<file path="src/rtl/core/rcfd_pkg.sv">
package rcfd_pkg;

  // Configuration port
  localparam int unsigned CFG_IDX_W  = 3;
  localparam int unsigned CFG_DATA_W = 24;

  typedef enum logic [CFG_IDX_W-1:0] {
    CFG_WIDE_MODE     = 3'd0,
    CFG_CHANNEL_LIMIT = 3'd1,
    CFG_GAP_LIMIT     = 3'd2,
    CFG_TIMER_RELOAD  = 3'd3,
    CFG_AUX_THRESHOLD = 3'd4
  } rcfd_cfg_idx_t;

  // Field widths
  localparam int unsigned BYTE_W  = 8;
  localparam int unsigned TIMER_W = 24;
  localparam int unsigned ID_W    = 4;
  localparam int unsigned VALUE_W = 11;
  localparam int unsigned SLOT_W  = 3;
  localparam int unsigned WORD_W  = 2 * BYTE_W;
  localparam int unsigned GOOD_W  = 10;

  // Reset values of the configuration registers
  localparam logic                RST_WIDE_MODE     = 1'b1;
  localparam logic [ID_W-1:0]     RST_CHANNEL_LIMIT = 4'd12;
  localparam logic [TIMER_W-1:0]  RST_GAP_LIMIT     = 24'd5000;
  localparam logic [TIMER_W-1:0]  RST_TIMER_RELOAD  = 24'hFFFFFF;
  localparam logic [VALUE_W-1:0]  RST_AUX_THRESHOLD = 11'd1100;

  // Good-word counter thresholds
  localparam logic [GOOD_W-1:0] BIND_LIMIT = 10'd900;
  localparam logic [GOOD_W-1:0] GOOD_SAT   = 10'd901;

  // Words reported per frame never exceed this
  localparam int unsigned MAX_WORDS = 7;

  typedef struct packed {
    logic               wide_mode;
    logic [ID_W-1:0]    channel_limit;
    logic [TIMER_W-1:0] gap_limit;
    logic [TIMER_W-1:0] timer_reload;
    logic [VALUE_W-1:0] aux_threshold;
  } rcfd_cfg_t;

  typedef struct packed {
    logic [SLOT_W-1:0]  slot;
    logic [ID_W-1:0]    channel_id;
    logic [VALUE_W-1:0] channel_value;
    logic               valid_res;
    logic               aux_on;
    logic               bind_indicator;
    logic               ready_res;
    logic               last;
  } rcfd_res_t;

endpackage

</file>
<file path="src/rtl/core/rcfd_in_if.sv">
interface rcfd_in_if;
  import rcfd_pkg::*;

  logic               valid;
  logic               ready;
  logic [BYTE_W-1:0]  rx_byte;
  logic [TIMER_W-1:0] timer_now;

  modport source (output valid, output rx_byte, output timer_now, input ready);
  modport sink (input valid, input rx_byte, input timer_now, output ready);
endinterface

</file>
<file path="src/rtl/core/rcfd_out_if.sv">
interface rcfd_out_if;
  import rcfd_pkg::*;

  logic               valid;
  logic               ready;
  logic [SLOT_W-1:0]  slot;
  logic [ID_W-1:0]    channel_id;
  logic [VALUE_W-1:0] channel_value;
  logic               valid_res;
  logic               aux_on;
  logic               bind_indicator;
  logic               ready_res;
  logic               last;

  modport source (
    output valid, output slot, output channel_id, output channel_value,
    output valid_res, output aux_on, output bind_indicator, output ready_res,
    output last, input ready
  );
  modport sink (
    input valid, input slot, input channel_id, input channel_value,
    input valid_res, input aux_on, input bind_indicator, input ready_res,
    input last, output ready
  );
endinterface

</file>
<file path="src/rtl/core/rcfd_cfg_if.sv">
interface rcfd_cfg_if;
  import rcfd_pkg::*;

  logic                  valid;
  logic                  ready;
  logic [CFG_IDX_W-1:0]  index;
  logic [CFG_DATA_W-1:0] data;

  modport source (output valid, output index, output data, input ready);
  modport sink (input valid, input index, input data, output ready);
endinterface

</file>
<file path="src/rtl/core/rc_serial_frame_channel_decoder_core.sv">
// Serial RC frame channel decoder.
// in_ch: one transfer per received serial byte, with the down-counting timer
//   sample taken at its arrival. A byte whose gap from the previous one exceeds
//   gap_limit restarts the frame at position 0.
// out_ch: on the final byte of a frame, one transfer per 16-bit word from
//   byte 2 on (seven for a 16-byte frame), slot 0 first; last marks the final
//   word. Each word carries channel id, value, valid, aux and bind/ready status.
// cfg_ch: register writes (0 wide_mode, 1 channel_limit, 2 gap_limit,
//   3 timer_reload, 4 aux_threshold); always ready, other indexes are dropped.
// Order and flow: the front end accepts a byte whenever the frame queue is not
//   full. The first word of a frame passes through the frame queue entry and
//   then the output register; the rest follow one per cycle while the receiver
//   is ready.
// A two-entry frame queue parts front and back; the input stalls only while
//   both entries hold frames still being reported.
// Reset restores the register defaults, clears the frame position, timer
//   history and good-word counter. A stalled receiver holds the current word
//   in the output register; the back end waits and the queue fills.
module rc_serial_frame_channel_decoder_core #(
  parameter int unsigned FRAME_BYTES  = 16,
  parameter int unsigned MAX_CHANNELS = 12
) (
  input  logic        clk,
  input  logic        rst_n,
  rcfd_in_if.sink     in_ch,
  rcfd_out_if.source  out_ch,
  rcfd_cfg_if.sink    cfg_ch
);
  import rcfd_pkg::*;

  localparam int unsigned RAW_WORDS = (FRAME_BYTES - 2) / 2;
  localparam int unsigned NUM_WORDS = (RAW_WORDS > MAX_WORDS) ? MAX_WORDS : RAW_WORDS;
  localparam int unsigned Q_W       = NUM_WORDS * WORD_W;

  rcfd_cfg_t        cfg_r, cfg_nxt;
  logic             q_full, q_not_empty, q_pop, push;
  logic [Q_W-1:0]   push_data, head_data;
  rcfd_res_t        res;

  // Configuration registers: always ready, write masked to each width
  assign cfg_ch.ready = 1'b1;

  always_comb begin
    cfg_nxt = cfg_r;
    if (cfg_ch.valid) begin
      case (cfg_ch.index)
        CFG_WIDE_MODE:     cfg_nxt.wide_mode     = cfg_ch.data[0];
        CFG_CHANNEL_LIMIT: cfg_nxt.channel_limit = cfg_ch.data[ID_W-1:0];
        CFG_GAP_LIMIT:     cfg_nxt.gap_limit     = cfg_ch.data[TIMER_W-1:0];
        CFG_TIMER_RELOAD:  cfg_nxt.timer_reload  = cfg_ch.data[TIMER_W-1:0];
        CFG_AUX_THRESHOLD: cfg_nxt.aux_threshold = cfg_ch.data[VALUE_W-1:0];
        default:           cfg_nxt = cfg_r;
      endcase
    end
  end

  always_ff @(posedge clk) begin
    if (!rst_n) begin
      cfg_r.wide_mode     <= RST_WIDE_MODE;
      cfg_r.channel_limit <= RST_CHANNEL_LIMIT;
      cfg_r.gap_limit     <= RST_GAP_LIMIT;
      cfg_r.timer_reload  <= RST_TIMER_RELOAD;
      cfg_r.aux_threshold <= RST_AUX_THRESHOLD;
    end else begin
      cfg_r <= cfg_nxt;
    end
  end

  // Front end: gap check, byte placement, frame snapshot
  rcfd_front #(
    .FRAME_BYTES (FRAME_BYTES),
    .NUM_WORDS   (NUM_WORDS)
  ) u_front (
    .clk       (clk),
    .rst_n     (rst_n),
    .cfg       (cfg_r),
    .in_valid  (in_ch.valid),
    .in_ready  (in_ch.ready),
    .rx_byte   (in_ch.rx_byte),
    .timer_now (in_ch.timer_now),
    .q_full    (q_full),
    .push      (push),
    .push_data (push_data)
  );

  // Completed frames wait here for the word decoder
  rcfd_queue #(
    .WIDTH (Q_W)
  ) u_queue (
    .clk       (clk),
    .rst_n     (rst_n),
    .push      (push),
    .push_data (push_data),
    .pop       (q_pop),
    .full      (q_full),
    .not_empty (q_not_empty),
    .head_data (head_data)
  );

  // Back end: one word per cycle into the output register while it is free or being taken
  rcfd_back #(
    .NUM_WORDS    (NUM_WORDS),
    .MAX_CHANNELS (MAX_CHANNELS)
  ) u_back (
    .clk         (clk),
    .rst_n       (rst_n),
    .cfg         (cfg_r),
    .q_not_empty (q_not_empty),
    .q_data      (head_data),
    .q_pop       (q_pop),
    .out_valid   (out_ch.valid),
    .out_ready   (out_ch.ready),
    .res         (res)
  );

  assign out_ch.slot           = res.slot;
  assign out_ch.channel_id     = res.channel_id;
  assign out_ch.channel_value  = res.channel_value;
  assign out_ch.valid_res      = res.valid_res;
  assign out_ch.aux_on         = res.aux_on;
  assign out_ch.bind_indicator = res.bind_indicator;
  assign out_ch.ready_res      = res.ready_res;
  assign out_ch.last           = res.last;

endmodule

</file>
<file path="src/rtl/core/rcfd_front.sv">
module rcfd_front #(
  parameter int unsigned FRAME_BYTES = 16,
  parameter int unsigned NUM_WORDS   = 7
) (
  input  logic                                clk,
  input  logic                                rst_n,
  input  rcfd_pkg::rcfd_cfg_t                 cfg,
  input  logic                                in_valid,
  output logic                                in_ready,
  input  logic [rcfd_pkg::BYTE_W-1:0]         rx_byte,
  input  logic [rcfd_pkg::TIMER_W-1:0]        timer_now,
  input  logic                                q_full,
  output logic                                push,
  output logic [NUM_WORDS*rcfd_pkg::WORD_W-1:0] push_data
);
  import rcfd_pkg::*;

  localparam int unsigned PW = $clog2(FRAME_BYTES);
  localparam logic [PW-1:0] LAST_POS = PW'(FRAME_BYTES - 1);

  logic [PW-1:0]      pos_r, pos_nxt;
  logic [TIMER_W-1:0] prev_r;
  logic [BYTE_W-1:0]  store_r [FRAME_BYTES];

  logic               accept;
  logic [TIMER_W:0]   wrap_gap;
  logic [TIMER_W:0]   gap;
  logic               new_frame;
  logic [PW-1:0]      wr_idx;
  logic               frame_done;

  assign in_ready = !q_full;
  assign accept   = in_valid && in_ready;

  // Down-counting timer: equal samples count as one full reload
  always_comb begin
    wrap_gap = {1'b0, prev_r} + {1'b0, cfg.timer_reload} - {1'b0, timer_now};
    if (timer_now < prev_r) begin
      gap = {1'b0, prev_r - timer_now};
    end else begin
      gap = wrap_gap;
    end
    new_frame = gap > {1'b0, cfg.gap_limit};
  end

  assign wr_idx     = new_frame ? '0 : pos_r;
  assign frame_done = (wr_idx == LAST_POS);
  assign pos_nxt    = frame_done ? '0 : wr_idx + PW'(1);
  assign push       = accept && frame_done;

  // Snapshot of the word bytes; the final byte arrives in this transfer
  always_comb begin
    for (int w = 0; w < NUM_WORDS; w++) begin
      if (2 * w + 2 == FRAME_BYTES - 1) begin
        push_data[w*WORD_W + BYTE_W +: BYTE_W] = rx_byte;
      end else begin
        push_data[w*WORD_W + BYTE_W +: BYTE_W] = store_r[2 * w + 2];
      end
      if (2 * w + 3 == FRAME_BYTES - 1) begin
        push_data[w*WORD_W +: BYTE_W] = rx_byte;
      end else begin
        push_data[w*WORD_W +: BYTE_W] = store_r[2 * w + 3];
      end
    end
  end

  always_ff @(posedge clk) begin
    if (!rst_n) begin
      pos_r  <= '0;
      prev_r <= '0;
    end else if (accept) begin
      pos_r  <= pos_nxt;
      prev_r <= timer_now;
    end
  end

  always_ff @(posedge clk) begin
    if (accept) begin
      store_r[wr_idx] <= rx_byte;
    end
  end

endmodule

</file>
<file path="src/rtl/core/rcfd_queue.sv">
module rcfd_queue #(
  parameter int unsigned WIDTH = 112
) (
  input  logic             clk,
  input  logic             rst_n,
  input  logic             push,
  input  logic [WIDTH-1:0] push_data,
  input  logic             pop,
  output logic             full,
  output logic             not_empty,
  output logic [WIDTH-1:0] head_data
);

  logic [WIDTH-1:0] data_r [2];
  logic             wr_ptr_r, rd_ptr_r;
  logic [1:0]       count_r, count_nxt;

  assign full      = (count_r == 2'd2);
  assign not_empty = (count_r != 2'd0);
  assign head_data = data_r[rd_ptr_r];

  always_comb begin
    count_nxt = count_r;
    if (push && !pop) begin
      count_nxt = count_r + 2'd1;
    end else if (pop && !push) begin
      count_nxt = count_r - 2'd1;
    end
  end

  always_ff @(posedge clk) begin
    if (!rst_n) begin
      wr_ptr_r <= 1'b0;
      rd_ptr_r <= 1'b0;
      count_r  <= 2'd0;
    end else begin
      if (push) begin
        wr_ptr_r <= !wr_ptr_r;
      end
      if (pop) begin
        rd_ptr_r <= !rd_ptr_r;
      end
      count_r <= count_nxt;
    end
  end

  always_ff @(posedge clk) begin
    if (push) begin
      data_r[wr_ptr_r] <= push_data;
    end
  end

endmodule

</file>
<file path="src/rtl/core/rcfd_back.sv">
module rcfd_back #(
  parameter int unsigned NUM_WORDS    = 7,
  parameter int unsigned MAX_CHANNELS = 12
) (
  input  logic                                  clk,
  input  logic                                  rst_n,
  input  rcfd_pkg::rcfd_cfg_t                   cfg,
  input  logic                                  q_not_empty,
  input  logic [NUM_WORDS*rcfd_pkg::WORD_W-1:0] q_data,
  output logic                                  q_pop,
  output logic                                  out_valid,
  input  logic                                  out_ready,
  output rcfd_pkg::rcfd_res_t                   res
);
  import rcfd_pkg::*;

  localparam logic [SLOT_W-1:0] LAST_SLOT = SLOT_W'(NUM_WORDS - 1);
  localparam logic [ID_W:0]     CHAN_MAX  = (ID_W + 1)'(MAX_CHANNELS);

  logic [SLOT_W-1:0] slot_r, slot_nxt;
  logic [GOOD_W-1:0] good_r, good_nxt;
  logic              rdy_r, rdy_nxt;
  logic              out_valid_r, out_valid_nxt;
  rcfd_res_t         res_r, res_nxt;

  logic              load;
  logic [WORD_W-1:0] word;
  logic [BYTE_W-1:0] hi, lo;
  logic [ID_W-1:0]   id;
  logic [VALUE_W-1:0] value;
  logic              id_ok;
  logic [GOOD_W-1:0] good_inc;

  assign load  = q_not_empty && (!out_valid_r || out_ready);
  assign q_pop = load && (slot_r == LAST_SLOT);

  assign word = q_data[slot_r*WORD_W +: WORD_W];
  assign hi   = word[WORD_W-1:BYTE_W];
  assign lo   = word[BYTE_W-1:0];

  always_comb begin
    if (cfg.wide_mode) begin
      id    = hi[6:3];
      value = {hi[2:0], lo};
    end else begin
      id    = hi[5:2];
      value = {1'b0, hi[1:0], lo};
    end
    id_ok    = (id < cfg.channel_limit) && ({1'b0, id} < CHAN_MAX);
    good_inc = good_r + GOOD_W'(1);
  end

  // Saturating good-word counter; ready sticks once the count passes the limit
  always_comb begin
    good_nxt = good_r;
    rdy_nxt  = rdy_r;
    if (load && id_ok) begin
      if (good_inc > BIND_LIMIT) begin
        good_nxt = GOOD_SAT;
        rdy_nxt  = 1'b1;
      end else begin
        good_nxt = good_inc;
      end
    end
  end

  always_comb begin
    res_nxt.slot           = slot_r;
    res_nxt.channel_id     = id;
    res_nxt.channel_value  = value;
    res_nxt.valid_res      = id_ok;
    res_nxt.aux_on         = value > cfg.aux_threshold;
    res_nxt.bind_indicator = (good_nxt != '0) && (good_nxt < BIND_LIMIT);
    res_nxt.ready_res      = rdy_nxt;
    res_nxt.last           = (slot_r == LAST_SLOT);
  end

  always_comb begin
    slot_nxt = slot_r;
    if (load) begin
      slot_nxt = (slot_r == LAST_SLOT) ? '0 : slot_r + SLOT_W'(1);
    end
    if (load) begin
      out_valid_nxt = 1'b1;
    end else if (out_ready) begin
      out_valid_nxt = 1'b0;
    end else begin
      out_valid_nxt = out_valid_r;
    end
  end

  always_ff @(posedge clk) begin
    if (!rst_n) begin
      slot_r      <= '0;
      good_r      <= '0;
      rdy_r       <= 1'b0;
      out_valid_r <= 1'b0;
    end else begin
      slot_r      <= slot_nxt;
      good_r      <= good_nxt;
      rdy_r       <= rdy_nxt;
      out_valid_r <= out_valid_nxt;
    end
  end

  always_ff @(posedge clk) begin
    if (load) begin
      res_r <= res_nxt;
    end
  end

  assign out_valid = out_valid_r;
  assign res       = res_r;

endmodule

</file>
<file path="src/flat_wrapper.sv">
// flat-port wrapper written by rule: the top's interface ports become plain ports
module rc_serial_frame_channel_decoder_core_flat import rcfd_pkg::*;
#(
  parameter int unsigned FRAME_BYTES  = 16,
  parameter int unsigned MAX_CHANNELS = 12
)
  (clk, rst_n, in_ch_valid, in_ch_rx_byte, in_ch_timer_now, in_ch_ready, out_ch_valid, out_ch_slot, out_ch_channel_id, out_ch_channel_value, out_ch_valid_res, out_ch_aux_on, out_ch_bind_indicator, out_ch_ready_res, out_ch_last, out_ch_ready, cfg_ch_valid, cfg_ch_index, cfg_ch_data, cfg_ch_ready);
  rcfd_in_if in_ch_i ();
  rcfd_out_if out_ch_i ();
  rcfd_cfg_if cfg_ch_i ();
  input  logic clk;
  input  logic rst_n;
  input wire logic [$bits(in_ch_i.valid)-1:0] in_ch_valid;
  input wire logic [$bits(in_ch_i.rx_byte)-1:0] in_ch_rx_byte;
  input wire logic [$bits(in_ch_i.timer_now)-1:0] in_ch_timer_now;
  output wire logic [$bits(in_ch_i.ready)-1:0] in_ch_ready;
  output wire logic [$bits(out_ch_i.valid)-1:0] out_ch_valid;
  output wire logic [$bits(out_ch_i.slot)-1:0] out_ch_slot;
  output wire logic [$bits(out_ch_i.channel_id)-1:0] out_ch_channel_id;
  output wire logic [$bits(out_ch_i.channel_value)-1:0] out_ch_channel_value;
  output wire logic [$bits(out_ch_i.valid_res)-1:0] out_ch_valid_res;
  output wire logic [$bits(out_ch_i.aux_on)-1:0] out_ch_aux_on;
  output wire logic [$bits(out_ch_i.bind_indicator)-1:0] out_ch_bind_indicator;
  output wire logic [$bits(out_ch_i.ready_res)-1:0] out_ch_ready_res;
  output wire logic [$bits(out_ch_i.last)-1:0] out_ch_last;
  input wire logic [$bits(out_ch_i.ready)-1:0] out_ch_ready;
  input wire logic [$bits(cfg_ch_i.valid)-1:0] cfg_ch_valid;
  input wire logic [$bits(cfg_ch_i.index)-1:0] cfg_ch_index;
  input wire logic [$bits(cfg_ch_i.data)-1:0] cfg_ch_data;
  output wire logic [$bits(cfg_ch_i.ready)-1:0] cfg_ch_ready;
  assign in_ch_i.valid = in_ch_valid;
  assign in_ch_i.rx_byte = in_ch_rx_byte;
  assign in_ch_i.timer_now = in_ch_timer_now;
  assign in_ch_ready = in_ch_i.ready;
  assign out_ch_valid = out_ch_i.valid;
  assign out_ch_slot = out_ch_i.slot;
  assign out_ch_channel_id = out_ch_i.channel_id;
  assign out_ch_channel_value = out_ch_i.channel_value;
  assign out_ch_valid_res = out_ch_i.valid_res;
  assign out_ch_aux_on = out_ch_i.aux_on;
  assign out_ch_bind_indicator = out_ch_i.bind_indicator;
  assign out_ch_ready_res = out_ch_i.ready_res;
  assign out_ch_last = out_ch_i.last;
  assign out_ch_i.ready = out_ch_ready;
  assign cfg_ch_i.valid = cfg_ch_valid;
  assign cfg_ch_i.index = cfg_ch_index;
  assign cfg_ch_i.data = cfg_ch_data;
  assign cfg_ch_ready = cfg_ch_i.ready;
  rc_serial_frame_channel_decoder_core #(.FRAME_BYTES(FRAME_BYTES), .MAX_CHANNELS(MAX_CHANNELS)) u_core (.clk(clk), .rst_n(rst_n), .in_ch(in_ch_i), .out_ch(out_ch_i), .cfg_ch(cfg_ch_i));
endmodule
</file>
<file path="config.mk">
export PLATFORM = sky130hd
export DESIGN_NAME = rc_serial_frame_channel_decoder_core_flat
export DESIGN_NICKNAME = d
export VERILOG_FILES = /design/src/rtl/core/rcfd_pkg.sv /design/src/rtl/core/rcfd_in_if.sv /design/src/rtl/core/rcfd_out_if.sv /design/src/rtl/core/rcfd_cfg_if.sv /design/src/rtl/core/rc_serial_frame_channel_decoder_core.sv /design/src/rtl/core/rcfd_front.sv /design/src/rtl/core/rcfd_queue.sv /design/src/rtl/core/rcfd_back.sv /design/src/flat_wrapper.sv
export SDC_FILE = /design/constraint.sdc
export NUM_CORES = 1
export LEC_CHECK = 0
export BUFFER_PORTS_ARGS = -buffer_cell sky130_fd_sc_hd__buf_2
export CAP_MARGIN = 25
export CORE_MARGIN = 2
export CORE_UTILIZATION = 65
export DETAILED_ROUTE_END_ITERATION = 12
export PLACE_DENSITY = 0.86
export SLEW_MARGIN = 20
export SYNTH_ARGS = -nofsm -noshare
export SYNTH_HDL_FRONTEND = slang
export SYNTH_SLANG_ARGS = --single-unit
</file>
<file path="constraint.sdc">
create_clock -name clk -period 23.1 [get_ports clk]
set_clock_uncertainty 0.15 [all_clocks]
set_input_delay 4.62 -clock clk [delete_from_list [all_inputs] [get_ports clk]]
set_output_delay 4.62 -clock clk [all_outputs]
set_load 0.02 [all_outputs]
</file>
==> impl_metrics.tcl, run 1 <==
set metrics [dict create \
    n_fill_cell 1991 \
    gr-total-overflow 0 \
    max_cap_viol_count 0 \
    whs_path_depth 0 \
    cts_resized 0 \
    place_ws_ns 10.72 \
    drt_first_iter_violations 1845 \
    drive_gt1_share_pct 12.2 \
    grt_pass1_wl_um 77700 \
    die_y_um 182 \
    worstSetupStartpointType "input pin" \
    track_usage_pct 30.2 \
    holdPathEnd "u_core.u_queue.data_r[1][78]$_DFFE_PP_" \
    drt-total-wl_um 49900 \
    cts_tree "yes" \
    period_minus_slack_ns 12.22 \
    worst_pin_slew_ns 0.979 \
    gp_congestion 0.939 \
    setup_slack_ns 10.88 \
    synthArstFlopShare_pct 0 \
    rows 65 \
    rr_worst_depth 26 \
    critical_path_arrival_ns 12.25 \
    drc 0 \
    clock_tree.buffer_depth 3 \
    rsz0062_at_grt "false" \
    synth_ff_type "edfxtp_1" \
    clock_latency_ns 0.57 \
    antenna_left 0 \
    ios 90 \
    finalCritPeriodShare_pct 52.9 \
    syn_to_final_growth_pct 10.7 \
    fp.dieW_um 182 \
    peakVddDrop_mv 0.0613 \
    maxSlewViolCount 0 \
    clk_pin_slew_ns 0.07 \
    seq_area_frac_synth_pct 58.7 \
    relSlewSlack_pct 34.7 \
    timing.fmax_ghz 0.0818 \
    cp_data_required_time_ns 23.13 \
    yosys_warnings 0 \
    crit_path_end_kind "flop" \
    initial_core_util_pct 65.8 \
    finalSetupViolCount 0 \
    dpl.hpwl_um 32200 \
    multi_input_area_um2 7580 \
    synth_cell_types 75 \
    coreArea_um2 31500 \
    dr.pass1.iters 8 \
    vias_per_cell 6.40 \
    syn_area_um2 20700 \
    root_buffer "clkbuf_16" \
    numClockSinks 442 \
    min_path_type "flop to flop" \
    grt_pass1_vias 14200 \
    cts_buffers 44 \
    r2r_slack_ns 14.67 \
    avgSynthCellArea_um2 12.1 \
    reg2reg_to "u_core.u_queue.data_r[0][55]$_DFFE_PP_" \
    dr_total_vias 14300 \
    fin_nets 1973 \
    synth_edf_count 330 \
    r2r-start "u_core.u_front.prev_r[1]$_SDFFE_PN0P_" \
    crit_type "input pin to flop" \
    p_per_area_nw_per_um2 78.1 \
    worstHoldStart "u_core.u_front.store_r[10][6]$_DFFE_PP_" \
    setup_tns_ns 0 \
    utilization_pct 72.8 \
    p_leak_nw 8.65 \
    antenna_found_initial 4 \
    cpMostUsedCell "o21ai_0" \
    status "completed" \
    ys_seq_elements 442 \
    htreeDepth 2 \
    regArea_um2 12200 \
    slowest_delay_ns 0.73 \
    wl_per_cell_um 22.4 \
    synthCells 1712 \
    worst-path-max-fanout 58 \
    critPathSlowestCell "buf_4" \
    grt_max_degree 60 \
    hold_viol 0 \
    port_buffers 88 \
    synth_nets 1895 \
    die-area_um2 33300 \
    post_cts.repair.setup_buffers 0 \
    ctsHoldBuffers 0 \
]
cell usage in the layout, fill, tap and decap left out, types with 25 or more instances in the layout:
| master | n |
|---|---|
| nand2_1 | 206 |
| a21oi_1 | 122 |
| ha_1 | 94 |
| o211ai_1 | 39 |
| mux4_2 | 31 |
| xnor2_1 | 28 |
| edfxtp_1 | 330 |
| clkbuf_16 | 44 |
| nor2_1 | 53 |
| inv_1 | 175 |
| buf_2 | 88 |
| mux2i_1 | 52 |
| o21ai_0 | 59 |
| a21o_1 | 29 |
| fa_1 | 25 |
| dfxtp_1 | 111 |
cells in the mapped netlist, drive strengths merged (25+ instances only):
cell type  instances  share of area (%)
a21o              29                1.1
a21oi            122                2.9
buf               25               0.68
clkbuf            48               0.89
dfxtp            112                 11
edfxtp           330                 48
fa                25                2.4
ha                94                5.7
inv              176                3.2
mux2i             52                2.5
mux4              31                3.4
nand2            206                3.7
nor2              55                1.0
o211ai            39                1.4
o21ai             68                1.6
xnor2             28                1.2
critical path: cells and delay by family:
family                     cells  cell delay (ns)
buffers and inverters          5             1.85
and+or+nand+nor                5             1.29
AOI/OAI and AO/OA             14             3.23
adders and majority gates      4             1.13
metrics by stage:
step | area [um^2] | std cells | power [mW] | hold WS (ns)
finish | 22900 | 2229 | 1.79 | 0.277
global route | 22900 | 2226 | 1.85 | 0.306
CTS | 22900 | 2226 | 1.79 | 0.284
detailed placement | 21500 | 2146 | 1.09 | 0.280
global placement | 21500 | 2144 | 1.08 | 0.272
floorplan | 20700 | 1712 | 1.03 | 0.253
sequential cells by signal (all words and copies together), names as in the netlist, named ones only:
signal / count
u_core.u_back.res: 23
u_core.u_front.store_r: 97
u_core.u_front.prev_r: 24
u_core.u_queue.data_r: 210
u_core.u_back.rdy_r: 1
u_core.u_queue.rd_ptr_r: 1
u_core.u_back.out_valid: 1
u_core.u_queue.count_r: 2
u_core.u_back.slot_r: 3
u_core.cfg_r: 64
u_core.u_front.pos_r: 4
u_core.u_back.good_r: 10
u_core.u_queue.wr_ptr_r: 1
worst max-delay path by stage:
stage                                                         to  depth (start not counted)  slack [ns]                from
after floorplan            u_core.u_queue.data_r[0][0]$_DFFE_PP_                         23        8.38  in_ch_timer_now[1]
after global placement    u_core.u_queue.data_r[0][22]$_DFFE_PP_                         28       11.06  in_ch_timer_now[0]
after detailed placement  u_core.u_queue.data_r[0][18]$_DFFE_PP_                         28       10.72  in_ch_timer_now[0]
after CTS                 u_core.u_queue.data_r[0][70]$_DFFE_PP_                         28       11.07  in_ch_timer_now[0]
after global routing      u_core.u_queue.data_r[0][70]$_DFFE_PP_                         28       10.40  in_ch_timer_now[0]
final                     u_core.u_queue.data_r[0][55]$_DFFE_PP_                         28       10.88  in_ch_timer_now[0]
cell type report:
type	count	share of cell area, %
antenna	3	0.0328
sequential	442	53.0
timing repair buffer	105	2.51
multi-input combinational	1020	33.1
clock buffer	53	4.95
inverter	177	2.90
tap	402	2.19
clock inverter	27	1.29
logic make-up after synthesis:
family / synth area share (%)
muxes: 5.99
AOI/OAI and AO/OA: 11.4
buffers and inverters: 4.78
other: 0.0181
adders and majority gates: 8.10
DFF: 58.7
xor gates and xnor gates: 1.95
and+or+nand+nor: 9.10
metal layers:
| metal | global-route usage (%) | vias to the layer above | share of wire, % |
|---|---|---|---|
| met3 | 5.11 | 188 | 8.6 |
| met1 | 39.3 | 6879 | 39 |
| met4 | 13.0 | 4 | 4.4 |
| met5 | 0 | - | 0.044 |
| met2 | 50.6 | 830 | 48 |
| li1 | - | 6355 | - |
where the power goes:
group | total (mW) | switching (mW) | internal, mW | leakage, nW
clock | 0.709 | 0.308 | 0.401 | 0.689
combinational | 0.227 | 0.133 | 0.0937 | 4.07
sequential | 0.855 | 0.00406 | 0.851 | 3.89
Power figures use the tool's default switching activity.
==> inputs of run 2 (changes only) <==
Settings changed: ABC_AREA from default to 1, CORE_UTILIZATION 65 to 62, PLACE_DENSITY 0.86 to 0.83.
Clock period 23.1 ns to 12.7 ns, I/O delays scaled along.
==> run 2 against run 1 <==
Effect of this change:
- final cell count increased by 15%
- critical path depth increased by 7
- die area increased by 4.2%
- setup slack got worse by 7.4 ns
- largest cell class unchanged
==> impl_metrics.tcl, run 2 <==
set metrics [dict create \
    n_fill_cell 2282 \
    track_usage_pct 27.9 \
    rr_worst_depth 35 \
    cts_buffers 44 \
    port_buffers 88 \
    coreArea_um2 32600 \
    die_y_um 186 \
    crit_path_end_kind "flop" \
    dr.pass1.iters 5 \
    htreeDepth 2 \
    initial_core_util_pct 63.2 \
    gr-total-overflow 0 \
    synthTopCellsByCount "330 x edfxtp_1, 264 x nand2_1, 261 x inv_1" \
    timing.fmax_ghz 0.109 \
    clock_latency_ns 0.56 \
    worstSetupStartpointType "input pin" \
    clock_tree.buffer_depth 3 \
    syn_to_final_growth_pct 11.0 \
    cpMostUsedCell "nand2_1" \
    utilization_pct 70.1 \
    ys_seq_elements 442 \
    final_cell_mix "330 x edfxtp_1, 264 x nand2_1, 260 x inv_1" \
    crit_type "input pin to flop" \
    antenna_left 0 \
    fin_nets 2277 \
    synth.top_cell.area_share_pct 48.1 \
    min_path_type "flop to flop" \
    dpl.hpwl_um 32000 \
    drt_first_iter_violations 1327 \
    fp.dieW_um 186 \
    p_per_area_nw_per_um2 143 \
    yosys_warnings 0 \
    antenna_found_initial 0 \
    finalCritPeriodShare_pct 72.3 \
    synthTopCellsByArea "edfxtp_1 48%, dfxtp_1 11%, ha_1 5.7%" \
    ios 90 \
    finalSetupViolCount 0 \
    reg2reg_to "u_core.u_queue.data_r[1][6]$_DFFE_PP_" \
    yosysTopAreaCell "edfxtp_1" \
    synth_ff_type "edfxtp_1" \
    root_buffer "clkbuf_16" \
    seq_area_frac_synth_pct 59.0 \
    max_cap_viol_count 0 \
    grt_max_degree 87 \
    final_common_cell "edfxtp_1" \
    avgSynthCellArea_um2 10.2 \
    cp_top_family "compound AO/OA/AOI/OAI gates" \
    die-area_um2 34700 \
    rows 66 \
    peakVddDrop_mv 0.115 \
    critPathSlowestCell "buf_4" \
    whs_path_depth 0 \
    regArea_um2 12200 \
    top_regs "u_core.u_queue.data_r: 210 flops, u_core.u_front.store_r: 97 flops, u_core.cfg_r: 64 flops" \
    worst-path-max-fanout 56 \
    clk_pin_slew_ns 0.06 \
    r2r-start "u_core.u_front.prev_r[2]$_SDFFE_PN0P_" \
    drt-total-wl_um 48300 \
    syn_area_um2 20600 \
    fin_cells 2571 \
    vias_per_cell 5.79 \
    largest_register "u_core.u_queue.data_r" \
    gp_congestion 0.921 \
    critPathBufInv 6 \
    relSlewSlack_pct 29.3 \
    grt_pass1_vias 14300 \
    maxSlewViolCount 0 \
    stdcell_area_um2 22900 \
    place_ws_ns 3.13 \
    worst_pin_slew_ns 1.06 \
    synth_nets 2194 \
    cts_tree "yes" \
    dr_total_vias 14900 \
    critical_path_arrival_ns 9.21 \
    synth_cell_types 54 \
    wl_per_cell_um 18.8 \
    synth_edf_count 330 \
    holdPathEnd "u_core.u_queue.data_r[1][7]$_DFFE_PP_" \
    synthArstFlopShare_pct 0 \
    multi_input_area_um2 7110 \
    drive_gt1_share_pct 9.26 \
    rsz0062_at_grt "false" \
    dp.cells 2488 \
    setup_slack_ns 3.52 \
    ctsHoldBuffers 0 \
    period_minus_slack_ns 9.18 \
    synthCells 2011 \
    numClockSinks 442 \
    dpl_cell_area_um2 21400 \
    cts_resized 0 \
    yosys.cell_count.top_type "edfxtp_1" \
    worstHoldStart "u_core.u_front.store_r[3][7]$_DFFE_PP_" \
    r2r_slack_ns 5.25 \
    post_cts.repair.setup_buffers 0 \
    drc 0 \
    hold_viol 0 \
    slowest_delay_ns 0.73 \
    p_leak_nw 9.32 \
    status "completed" \
    grt_pass1_wl_um 74000 \
    setup_tns_ns 0 \
    largest_reg_flops 210 \
    cp_data_required_time_ns 12.73 \
]
## run 2: changes by cell type after synthesis, moves of 31 or more
cell	delta
nand3_1	+39
o21ai_0	+155
nand2_1	+58
a21oi_1	+31
inv_1	+85
mux2i_1	-39
mux4_2	-31
nor2_1	+167
## run 2: kinds of logic after synthesis
family / Yosys count / synth area share, %
adders and majority gates: 119 / 8.14
buffers and inverters: 342 / 6.60
muxes: 13 / 0.632
and+or+nand+nor: 593 / 11.9
AOI/OAI and AO/OA: 460 / 12.0
xor gates and xnor gates: 41 / 1.74
DFF: 442 / 59.0
other: 1 / 0.0182
## run 2: cell type report
| type | instances | area share [%] |
|---|---|---|
| flip-flops and latches | 442 | 53.2 |
| multi-input cells | 1227 | 31.1 |
| clock buffers | 63 | 5.53 |
| inverters | 274 | 4.51 |
| repair buffers | 105 | 2.57 |
| well taps | 442 | 2.42 |
| clock inverters | 17 | 0.673 |
| diodes | 1 | 0.0109 |
## run 2: how the worst max path moves through the flow
stage / start / end / slack [ns] / depth (start not counted)
2_1_floorplan: in_ch_timer_now[2] / u_core.u_queue.data_r[0][0]$_DFFE_PP_ / 1.31 / 31
3_3_place_gp: in_ch_timer_now[2] / u_core.u_queue.data_r[1][7]$_DFFE_PP_ / 3.27 / 35
3_5_place_dp: in_ch_timer_now[2] / u_core.u_queue.data_r[1][23]$_DFFE_PP_ / 3.13 / 35
4_1_cts: in_ch_timer_now[2] / u_core.u_queue.data_r[1][55]$_DFFE_PP_ / 3.65 / 35
5_1_grt: in_ch_timer_now[2] / u_core.u_queue.data_r[1][22]$_DFFE_PP_ / 2.84 / 35
6_report: in_ch_timer_now[2] / u_core.u_queue.data_r[1][6]$_DFFE_PP_ / 3.52 / 35
## run 2: layer usage
layer	part of all wire (%)	up-vias	global-route usage, %
li1	-	7037	-
met1	41	7055	37.4
met2	47	677	45.5
met3	8.3	116	5.06
met4	3.1	0	10.8
met5	0	-	0
## run 2: report_power, final
| part | leakage, nW | switching, mW | internal, mW | total [mW] |
|---|---|---|---|---|
| Clock | 0.685 | 0.544 | 0.719 | 1.26 |
| Sequential | 3.88 | 0.00593 | 1.55 | 1.56 |
| Combinational | 4.75 | 0.279 | 0.168 | 0.447 |
| Total | 9.32 | 0.829 | 2.44 | 3.27 |
## run 2: through the flow
stage | hold WS (ns) | total power, mW
floorplan | 0.271 | 1.91
global placement | 0.272 | 2.01
detailed placement | 0.281 | 2.02
CTS | 0.293 | 3.27
global route | 0.299 | 3.39
finish | 0.292 | 3.27
